==> src/rtl/rcwc_pkg.sv <==
// Types and constants of the congestion window controller.
package rcwc_pkg;

    localparam int CWND_MAX   = 1023;
    localparam int BASE_BITS  = 16;
    localparam int CWND_W     = 10;
    localparam int THRESH_W   = 10;
    localparam int DUP_W      = 8;
    localparam int AVOID_W    = 10;
    localparam int BASE_OUT_W = 16;

    localparam int CWND_CAP_INT = (CWND_MAX < 1023) ? CWND_MAX : 1023;
    localparam logic [CWND_W-1:0]   CWND_CAP        = CWND_W'(CWND_CAP_INT);
    localparam logic [THRESH_W-1:0] INIT_THRESH_RST = THRESH_W'(16);
    localparam logic [DUP_W-1:0]    DUP_SAT         = '1;
    localparam logic [AVOID_W-1:0]  AVOID_SAT       = '1;
    localparam logic [15:0]         CSUM_GOOD       = 16'hffff;

    typedef enum logic [1:0] {
        KIND_RESTART = 2'd0,
        KIND_ACK     = 2'd1,
        KIND_TIMEOUT = 2'd2
    } t_kind;

    typedef enum logic [1:0] {
        RESEND_NONE    = 2'd0,
        RESEND_FAST    = 2'd1,
        RESEND_GO_BACK = 2'd2
    } t_resend;

    typedef enum logic [3:0] {
        EV_BAD_CSUM     = 4'd0,
        EV_RECOVERY_END = 4'd1,
        EV_SLOW_START   = 4'd2,
        EV_CA_GROW      = 4'd3,
        EV_CA_HOLD      = 4'd4,
        EV_DUP          = 4'd5,
        EV_TRIPLE_DUP   = 4'd6,
        EV_INFLATE      = 4'd7,
        EV_CAPPED       = 4'd8,
        EV_TIMEOUT      = 4'd9,
        EV_RESTART      = 4'd10
    } t_event;

    typedef struct packed {
        logic [1:0]  kind;
        logic [15:0] hdr_checksum;
        logic [15:0] hdr_length;
        logic [7:0]  hdr_seq;
        logic [7:0]  hdr_ack;
        logic [7:0]  hdr_flag;
        logic [7:0]  hdr_pad;
    } t_req;

    typedef struct packed {
        logic [BASE_OUT_W-1:0] window_base_out;
        logic [CWND_W-1:0]     cwnd_out;
        logic [THRESH_W-1:0]   threshold_out;
        logic [1:0]            resend_action;
        logic [3:0]            event_code;
    } t_rsp;

endpackage

==> src/rtl/rcwc_if.sv <==
// Valid/ready channel interfaces for requests, results and the threshold write.
interface rcwc_req_if;
    logic              valid;
    logic              ready;
    rcwc_pkg::t_req    payload;
    modport source (output valid, output payload, input ready);
    modport sink   (input valid, input payload, output ready);
endinterface

interface rcwc_rsp_if;
    logic              valid;
    logic              ready;
    rcwc_pkg::t_rsp    payload;
    modport source (output valid, output payload, input ready);
    modport sink   (input valid, input payload, output ready);
endinterface

interface rcwc_cfg_if;
    logic                            valid;
    logic                            ready;
    logic [rcwc_pkg::THRESH_W-1:0]   data;
    modport source (output valid, output data, input ready);
    modport sink   (input valid, input data, output ready);
endinterface

==> src/rtl/reno_congestion_window_controller.sv <==
// Reno-style sender congestion window controller: request register, update, result register.
//
// Usage:
// i_req carries one request per handshake: a restart, a received ACK header
// (four 16-bit words that must sum to all ones in one's complement), or a
// retransmit timeout. o_rsp returns exactly one result per request with the
// window base, cwnd, ssthresh, the resend action and an event code.
// i_cfg writes the slow start threshold that a restart loads. It is always
// ready; the user must write it only while no request is in flight, since the
// block does not enforce this. A request sits in the request register, and
// the window state and the result register then load together once the
// result register can load. Throughput is one request per cycle while the
// receiver does not stall, set by the single state update between the two registers.
// When the receiver stalls, the result register holds its result and the
// request register fills; i_req.ready drops only when both are full.
// Reset (synchronous, active low) empties both registers, sets cwnd and the
// avoidance counter to one, clears base, last ACK and duplicate count, and
// sets the programmed and working thresholds to 16.
module reno_congestion_window_controller (
    input  logic        i_clk,
    input  logic        i_rst_n,
    rcwc_req_if.sink    i_req,
    rcwc_cfg_if.sink    i_cfg,
    rcwc_rsp_if.source  o_rsp
);

    // Request stage.
    logic                             r_in_valid;
    rcwc_pkg::t_req                   r_item;

    // Result stage.
    logic                             r_out_valid;
    rcwc_pkg::t_rsp                   r_result;
    rcwc_pkg::t_rsp                   n_result;

    // Programmed threshold and window state.
    logic [rcwc_pkg::THRESH_W-1:0]    r_init_thresh;
    logic [rcwc_pkg::BASE_BITS-1:0]   r_window_base, n_window_base;
    logic [rcwc_pkg::CWND_W-1:0]      r_cwnd, n_cwnd;
    logic [rcwc_pkg::THRESH_W-1:0]    r_threshold, n_threshold;
    logic [7:0]                       r_prev_ack, n_prev_ack;
    logic [rcwc_pkg::DUP_W-1:0]       r_dup_count, n_dup_count;
    logic [rcwc_pkg::AVOID_W-1:0]     r_avoid_cnt, n_avoid_cnt;

    logic                             advance;
    logic                             do_update;
    logic                             csum_ok;
    logic [15:0]                      csum;
    logic [7:0]                       base_step;
    logic [rcwc_pkg::DUP_W-1:0]       dup_inc;
    logic [rcwc_pkg::THRESH_W:0]      thresh_plus3;
    logic [rcwc_pkg::THRESH_W:0]      half_plus3;
    logic [rcwc_pkg::THRESH_W-1:0]    half_cwnd;
    logic [rcwc_pkg::CWND_W-1:0]      cwnd_grown;

    // The result register can load when it is empty or being drained.
    assign advance     = !r_out_valid || o_rsp.ready;
    assign do_update   = r_in_valid && advance;
    assign i_req.ready = !r_in_valid || advance;
    assign i_cfg.ready = 1'b1;

    assign o_rsp.valid   = r_out_valid;
    assign o_rsp.payload = r_result;

    // One's complement sum over the four header words, folding the carry
    // back in after each addition as the header check does.
    always_comb begin
        logic [15:0] words [4];
        logic [16:0] acc;
        words[0] = r_item.hdr_checksum;
        words[1] = r_item.hdr_length;
        words[2] = {r_item.hdr_ack, r_item.hdr_seq};
        words[3] = {r_item.hdr_pad, r_item.hdr_flag};
        acc = '0;
        for (int k = 0; k < 4; k++) begin
            acc = {1'b0, acc[15:0]} + {1'b0, words[k]};
            if (acc[16]) begin
                acc = {1'b0, acc[15:0]} + 17'd1;
            end
        end
        csum = acc[15:0];
    end

    assign csum_ok = (csum == rcwc_pkg::CSUM_GOOD);

    // Distance from the base's low byte to the acknowledged number, mod 256.
    assign base_step = r_item.hdr_ack - r_window_base[7:0];

    assign dup_inc      = (r_dup_count != rcwc_pkg::DUP_SAT) ? r_dup_count + 1'b1 : r_dup_count;
    assign half_cwnd    = rcwc_pkg::THRESH_W'(r_cwnd >> 1);
    assign half_plus3   = {1'b0, half_cwnd} + (rcwc_pkg::THRESH_W+1)'(3);
    assign thresh_plus3 = {1'b0, r_threshold} + (rcwc_pkg::THRESH_W+1)'(3);
    assign cwnd_grown   = (r_cwnd < rcwc_pkg::CWND_CAP) ? r_cwnd + 1'b1 : rcwc_pkg::CWND_CAP;

    // Window update for the request in the request register.
    always_comb begin
        n_window_base = r_window_base;
        n_cwnd        = r_cwnd;
        n_threshold   = r_threshold;
        n_prev_ack    = r_prev_ack;
        n_dup_count   = r_dup_count;
        n_avoid_cnt   = r_avoid_cnt;
        n_result.resend_action = rcwc_pkg::RESEND_NONE;
        n_result.event_code    = rcwc_pkg::EV_BAD_CSUM;

        unique case (r_item.kind)
            rcwc_pkg::KIND_RESTART: begin
                n_window_base = '0;
                n_cwnd        = rcwc_pkg::CWND_W'(1);
                n_threshold   = r_init_thresh;
                n_prev_ack    = '0;
                n_dup_count   = '0;
                n_avoid_cnt   = rcwc_pkg::AVOID_W'(1);
                n_result.event_code = rcwc_pkg::EV_RESTART;
            end
            rcwc_pkg::KIND_TIMEOUT: begin
                n_threshold = half_cwnd;
                n_cwnd      = rcwc_pkg::CWND_W'(1);
                n_dup_count = '0;
                n_result.resend_action = rcwc_pkg::RESEND_GO_BACK;
                n_result.event_code    = rcwc_pkg::EV_TIMEOUT;
            end
            rcwc_pkg::KIND_ACK: begin
                if (!csum_ok) begin
                    n_result.event_code = rcwc_pkg::EV_BAD_CSUM;
                end else if (r_item.hdr_ack != r_prev_ack) begin
                    // New ACK: slide the base, then pick the growth rule.
                    n_window_base = r_window_base + rcwc_pkg::BASE_BITS'(base_step);
                    n_prev_ack    = r_item.hdr_ack;
                    n_dup_count   = '0;
                    if (r_dup_count != '0) begin
                        n_cwnd = (r_threshold < rcwc_pkg::CWND_CAP) ?
                                 rcwc_pkg::CWND_W'(r_threshold) : rcwc_pkg::CWND_CAP;
                        n_result.event_code = rcwc_pkg::EV_RECOVERY_END;
                    end else if (r_cwnd < r_threshold) begin
                        n_cwnd = cwnd_grown;
                        n_result.event_code = rcwc_pkg::EV_SLOW_START;
                    end else if (r_avoid_cnt >= rcwc_pkg::AVOID_W'(r_cwnd)) begin
                        n_cwnd      = cwnd_grown;
                        n_avoid_cnt = rcwc_pkg::AVOID_W'(1);
                        n_result.event_code = rcwc_pkg::EV_CA_GROW;
                    end else begin
                        if (r_avoid_cnt != rcwc_pkg::AVOID_SAT) begin
                            n_avoid_cnt = r_avoid_cnt + 1'b1;
                        end
                        n_result.event_code = rcwc_pkg::EV_CA_HOLD;
                    end
                end else begin
                    // Duplicate ACK.
                    n_dup_count = dup_inc;
                    if (dup_inc < rcwc_pkg::DUP_W'(3)) begin
                        n_result.event_code = rcwc_pkg::EV_DUP;
                    end else if (dup_inc == rcwc_pkg::DUP_W'(3)) begin
                        n_threshold = half_cwnd;
                        n_cwnd = (half_plus3 < (rcwc_pkg::THRESH_W+1)'(rcwc_pkg::CWND_CAP)) ?
                                 rcwc_pkg::CWND_W'(half_plus3) : rcwc_pkg::CWND_CAP;
                        n_result.resend_action = rcwc_pkg::RESEND_FAST;
                        n_result.event_code    = rcwc_pkg::EV_TRIPLE_DUP;
                    end else if ((rcwc_pkg::THRESH_W+1)'(dup_inc) > thresh_plus3) begin
                        n_result.event_code = rcwc_pkg::EV_CAPPED;
                    end else begin
                        n_cwnd = cwnd_grown;
                        n_result.event_code = rcwc_pkg::EV_INFLATE;
                    end
                end
            end
            default: begin
                // Unused kind leaves the state alone and reports it.
                n_result.event_code = rcwc_pkg::EV_BAD_CSUM;
            end
        endcase

        n_result.window_base_out = rcwc_pkg::BASE_OUT_W'(n_window_base);
        n_result.cwnd_out        = n_cwnd;
        n_result.threshold_out   = n_threshold;
    end

    always_ff @(posedge i_clk) begin
        if (!i_rst_n) begin
            r_in_valid    <= 1'b0;
            r_out_valid   <= 1'b0;
            r_init_thresh <= rcwc_pkg::INIT_THRESH_RST;
            r_window_base <= '0;
            r_cwnd        <= rcwc_pkg::CWND_W'(1);
            r_threshold   <= rcwc_pkg::INIT_THRESH_RST;
            r_prev_ack    <= '0;
            r_dup_count   <= '0;
            r_avoid_cnt   <= rcwc_pkg::AVOID_W'(1);
        end else begin
            if (i_req.ready) begin
                r_in_valid <= i_req.valid;
            end
            if (advance) begin
                r_out_valid <= r_in_valid;
            end
            if (i_cfg.valid) begin
                r_init_thresh <= i_cfg.data;
            end
            if (do_update) begin
                r_window_base <= n_window_base;
                r_cwnd        <= n_cwnd;
                r_threshold   <= n_threshold;
                r_prev_ack    <= n_prev_ack;
                r_dup_count   <= n_dup_count;
                r_avoid_cnt   <= n_avoid_cnt;
            end
        end
    end

    // Payload registers carry no reset.
    always_ff @(posedge i_clk) begin
        if (i_req.valid && i_req.ready) begin
            r_item <= i_req.payload;
        end
        if (do_update) begin
            r_result <= n_result;
        end
    end

endmodule

==> src/flat_wrapper.sv <==
// flat-port wrapper written by rule: the top's interface ports become plain ports
module reno_congestion_window_controller_flat 
  (i_clk, i_rst_n, i_req_valid, i_req_payload, i_req_ready, i_cfg_valid, i_cfg_data, i_cfg_ready, o_rsp_valid, o_rsp_payload, o_rsp_ready);
  rcwc_req_if i_req_i ();
  rcwc_cfg_if i_cfg_i ();
  rcwc_rsp_if o_rsp_i ();
  input  logic i_clk;
  input  logic i_rst_n;
  input wire logic [$bits(i_req_i.valid)-1:0] i_req_valid;
  input wire logic [$bits(i_req_i.payload)-1:0] i_req_payload;
  output wire logic [$bits(i_req_i.ready)-1:0] i_req_ready;
  input wire logic [$bits(i_cfg_i.valid)-1:0] i_cfg_valid;
  input wire logic [$bits(i_cfg_i.data)-1:0] i_cfg_data;
  output wire logic [$bits(i_cfg_i.ready)-1:0] i_cfg_ready;
  output wire logic [$bits(o_rsp_i.valid)-1:0] o_rsp_valid;
  output wire logic [$bits(o_rsp_i.payload)-1:0] o_rsp_payload;
  input wire logic [$bits(o_rsp_i.ready)-1:0] o_rsp_ready;
  assign i_req_i.valid = i_req_valid;
  assign i_req_i.payload = i_req_payload;
  assign i_req_ready = i_req_i.ready;
  assign i_cfg_i.valid = i_cfg_valid;
  assign i_cfg_i.data = i_cfg_data;
  assign i_cfg_ready = i_cfg_i.ready;
  assign o_rsp_valid = o_rsp_i.valid;
  assign o_rsp_payload = o_rsp_i.payload;
  assign o_rsp_i.ready = o_rsp_ready;
  reno_congestion_window_controller u_core (.i_clk(i_clk), .i_rst_n(i_rst_n), .i_req(i_req_i), .i_cfg(i_cfg_i), .o_rsp(o_rsp_i));
endmodule
==> config.mk <==
export PLATFORM = sky130hd
export DESIGN_NAME = reno_congestion_window_controller_flat
export DESIGN_NICKNAME = d
export VERILOG_FILES = /design/src/rtl/rcwc_pkg.sv /design/src/rtl/rcwc_if.sv /design/src/rtl/reno_congestion_window_controller.sv /design/src/flat_wrapper.sv
export SDC_FILE = /design/constraint.sdc
export NUM_CORES = 1
export LEC_CHECK = 0
export ABC_AREA = 1
export BUFFER_PORTS_ARGS = -buffer_cell sky130_fd_sc_hd__buf_2
export CAP_MARGIN = 20
export CORE_MARGIN = 2
export CORE_UTILIZATION = 55
export DETAILED_ROUTE_END_ITERATION = 16
export GPL_TIMING_DRIVEN = 0
export PLACE_DENSITY_LB_ADDON = 0.15
export SYNTH_ARGS = -nofsm -noshare
export SYNTH_HDL_FRONTEND = slang
export SYNTH_SLANG_ARGS = --single-unit
==> constraint.sdc <==
create_clock -name i_clk -period 18.4 [get_ports i_clk]
set_input_delay 3.68 -clock i_clk [delete_from_list [all_inputs] [get_ports i_clk]]
set_output_delay 3.68 -clock i_clk [all_outputs]
set_load 0.02 [all_outputs]
==> results by stage <==
Run status:
- The run finished with clean final reports.

Die:
- Measured along the y axis, the die boundary spans approximately 160 um.
- Measured along the x axis, the die boundary spans roughly 160 um.
- During I/O placement, the number of pins put on the boundary was about 130.
- The die covers about 27000 um2.
- The number of placement rows is 58.
- The initial utilization of the core area, before any placement, comes to a little under three fifths.
- The core region is between 20000 and 30000 um2.

STA:
- Timing would allow up to 115.9 MHz.
- In the finished design, the share of the clock period the worst path needs comes to a little under half.
- The final hold slack is approximately 0.48 ns.
- Summed over all failing endpoints, the final setup total negative slack is 0 ns.
- The actual transition at the worst max-transition pin is about 0.81 ns.
- Across the routed clock network, the largest skew measured is 0.01760 ns.
- The final count of pins violating max slew is 0.
- The setup-violating endpoint count in the final report is 0.
- Setup repair after global routing left no endpoint under its margin.
- Headroom to the max-slew limit came out at 45.78%.
- The final-report hold violation count is 0.
- For the finished layout, the period the worst path requires is 8.628 ns.

Global route:
- The most heavily used metal layer in global routing is met2.
- The global routing usage on met3 is 4.899%.
- The number of antenna violations at the first check in global routing is 1.
- For this run, global-route usage on met2 was measured as 47.09%.
- The first-pass GRT wire length is 64030 um.
- The number of global-route vias before repair is between 10000 and 15000.
- The total overflow left after global routing is 0.
- Global routing used a little under a third of the available tracks across all layers.
- The met1 usage is about 44%.
- The maximum number of pins on one net before global-route repair is 49.

Yosys:
- Of the total synthesized cell area, the portion taken by XOR and XNOR cells is around 5.7%.
- The most used flip-flop cell after synthesis is sky130_fd_sc_hd__edfxtp_1.
- Counting every instance in the synthesized netlist gives 1965.
- The area fraction in compound gates after synthesis is ~11%.
- After synthesis, the cell types taking the most area are sky130_fd_sc_hd__edfxtp_1 (23%), sky130_fd_sc_hd__nand2_1 (13%), sky130_fd_sc_hd__dfxtp_1 (10%).
- The proportion of synthesized area in mux cells is 0%.
- Counting flops and latches in the post-synthesis netlist gives about 180.
- The mapped cell area is between 10000 and 15000 um2.
- The synthesized-area fraction occupied by and/or/nand/nor cells is 31.62%.
- The count of cell types in the netlist is 52.
- Among all cell types in the netlist, the one instantiated most often is sky130_fd_sc_hd__nand2_1.
- In this run, synthesis inferred 108 flip-flops with an integrated enable.
- The top cell type by total area after synthesis is sky130_fd_sc_hd__edfxtp_1.
- Dividing the synthesized area by the synthesized cell count gives between 7 and 8 um2.
- For this run, asynchronously set or reset flops after synthesis account for 0%.
- Sequential elements use about a third of the synthesized area.
- The net count of the mapped netlist is approximately 2200.
- The number of synthesis warnings is 0.
- By area, the combinational part of the netlist is dominated by simple AND/OR/NAND/NOR gates.
- The synthesized netlist devotes around a tenth of its cell area to adder and majority cells.
- Sorting the synthesized cells by how often they occur yields sky130_fd_sc_hd__nand2_1 (506), sky130_fd_sc_hd__inv_1 (235), sky130_fd_sc_hd__nor2_1 (174).
- The share of synthesized area in the top cell type comes to a little under a quarter.

Drt:
- Dividing the detail-routed wire length by the instance count gives around 17 um.
- The pre-antenna-repair detailed-routing pass consisted of 6 iterations.
- Once detail routing completed, the nets flagged for antenna violations numbered 0.
- The routed layout has approximately 14000 vias.
- The initial detailed-routing violation count is ~1500.
- The number of vias per cell is ~5.6.
- The remaining routing DRC violations is 0.
- The routed wire length is a little over 40000 um.

Job:
- The total of max-cap violations is 0.

Clocking:
- The clock latency on the worst-skew pair is ~0.45 ns.
- The buffer levels on the longest clock path is 2.
- The clock tree root buffer cell is sky130_fd_sc_hd__clkbuf_16.
- The H-tree generated during clock tree synthesis spans 4 levels.
- Clock-pin slew was measured on the worst setup and hold paths at ~0.080 ns.
- The total of hold buffers inserted after clock tree synthesis is 0.
- The total CTS buffers is 17.
- In this run the post-CTS setup repair buffer count came out at 0.
- The tree built by TritonCTS fans out to 182 sinks.
- The number of instances resized during post-cts repair is 0.
- The TritonCTS clock tree is yes.

Cells and area:
- 0 antenna diodes ended up in the layout.
- Cells with a size suffix above 1 make up between 10% and 20% of the layout.
- The number of nets in the finished design is ~2300.
- The area added between synthesis and finish is 11.95%.

Worst hold path:
- The path category of the worst min-delay check is register to register.

Setup path:
- At the worst endpoint, the arrival time is between 8 and 9 ns.
- The maximum fanout encountered on the critical timing path is 9.
- The worst setup path is captured at a register.
- The required time of the critical path is 18.64 ns.
- The most common cell type on the critical path is sky130_fd_sc_hd__nand2_1.
- Among all stages on the critical path, the largest delay is contributed by sky130_fd_sc_hd__nand4_1.
- The delay of the slowest cell on the worst path is between 0.5 and 0.6 ns.
- The element type at the critical path start is a register.
- The kind of critical path is register to register.

Power:
- Power spread over the standard cell area amounts to 109.2 nW/um2.
- The worst-case IR drop observed on VDD is around 0.000087 V.
- The analysis attributes to cell leakage a power of 7.404 nW.

Placed design:
- After legalization and detailed placement, the total HPWL measured around 32000 um.
- The weighted congestion at the end of routability-driven global placement is about 0.98.
- The count of input and output buffers is roughly 120.
-- cells in the final DEF, fill, tap and decap left out, drive strengths merged --
master,n
o221ai,1
o211ai,6
conb,1
o21bai,4
o22ai,6
a21o,4
o41ai,1
xnor2,22
xor2,70
clkbuf,43
fa,5
nand4,58
a221oi,11
nand3,176
or2,12
clkinv,13
a22oi,16
and3,2
buf,143
nor2,190
dfxtp,74
o21ai,77
ha,106
o31ai,2
inv,259
clkinvlp,1
a21oi,130
nor3,33
a211oi,4
nand2,522
and2,4
edfxtp,108
nand3b,6
bufinv,1
o21a,2
nor4,7
a21boi,3
-- area by class of cell --
| class | count | area (um2) |
|---|---|---|
| Multi-Input combinational cell | 1481 | 8239 |
| Clock inverter | 15 | 182.7 |
| Sequential cell | 182 | 4725 |
| Buffer | 43 | 202.7 |
| Tap cell | 330 | 412.9 |
| Clock buffer | 17 | 425.4 |
| Timing Repair Buffer | 126 | 668.1 |
| Inverter | 259 | 972.2 |
| Fill cell | 2320 | 9354 |
-- kinds of logic (layout without fill, tap and decap cells) --
group / count (synthesis) / after routing
AOI/OAI and AO/OA: 267 / 267
and+or+nand+nor: 1010 / 1010
adders and majority gates: 111 / 111
xor gates and xnor gates: 92 / 92
buffers and inverters: 302 / 460
other: 1 / 1
DFF: 182 / 182
-- critical path, delay by kind of cell, from the launching register on --
family | cells | cell delay, ns
adder cells (fa/ha/maj) | 3 | 1.07
AND/OR/NAND/NOR | 34 | 4.36
buffers and inverters | 2 | 0.55
flip-flops | 1 | 0.38
XOR/XNOR | 1 | 0.10
AO/OA/AOI/OAI | 7 | 1.95
-- path summary, 6_finish.rpt --
kind                                              start                       end  slack (ns)  depth (start not counted)
worst min-delay path            u_core.r_window_base[0]   u_core.r_window_base[0]        0.48                          2
worst min register to register  u_core.r_window_base[0]   u_core.r_window_base[0]        0.48                          2
worst max register to register        u_core.r_item[35]  u_core.o_rsp.payload[17]        9.77                         47
worst max-delay path                  u_core.r_item[35]  u_core.o_rsp.payload[17]        9.77                         47
-- registers in the layout, indices dropped and copies added, names as in the netlist --
signal / cells
u_core.r_cwnd: 10
u_core.r_prev_ack: 8
u_core.o_rsp.payload: 42
u_core.r_item: 66
u_core.r_in_valid: 1
u_core.o_rsp.valid: 1
u_core.r_init_thresh: 10
u_core.r_window_base: 16
u_core.r_dup_count: 8
u_core.r_avoid_cnt: 10
u_core.r_threshold: 10
-- stage by stage --
stage / instance area, um2 / utilization [%] / instances / worst slack, ns / total power [mW]
floorplan: 14140 / - / 1965 / 10.79 / 1.143
global placement: 15170 / 60.25 / 2419 / 10.06 / 1.315
detailed placement: 15220 / 60.44 / 2421 / 9.891 / 1.337
CTS: 15830 / 62.85 / 2453 / 9.861 / 1.721
global route: 15830 / 62.85 / 2453 / 8.808 / 1.864
finish: 15830 / 62.85 / 2453 / 9.772 / 1.728
-- where the power goes --
group	switching, mW	internal (mW)
logic	0.603	0.276
registers	0.0123	0.452
clock network	0.188	0.196
-- routing by layer --
| metal | wire, um | share of wire (%) |
|---|---|---|
| met1 | 19210 | 47 |
| met2 | 17460 | 43 |
| met3 | 3072 | 7.6 |
| met4 | 738 | 1.8 |
| met5 | 54 | 0.13 |
Power figures use the tool's default switching activity.
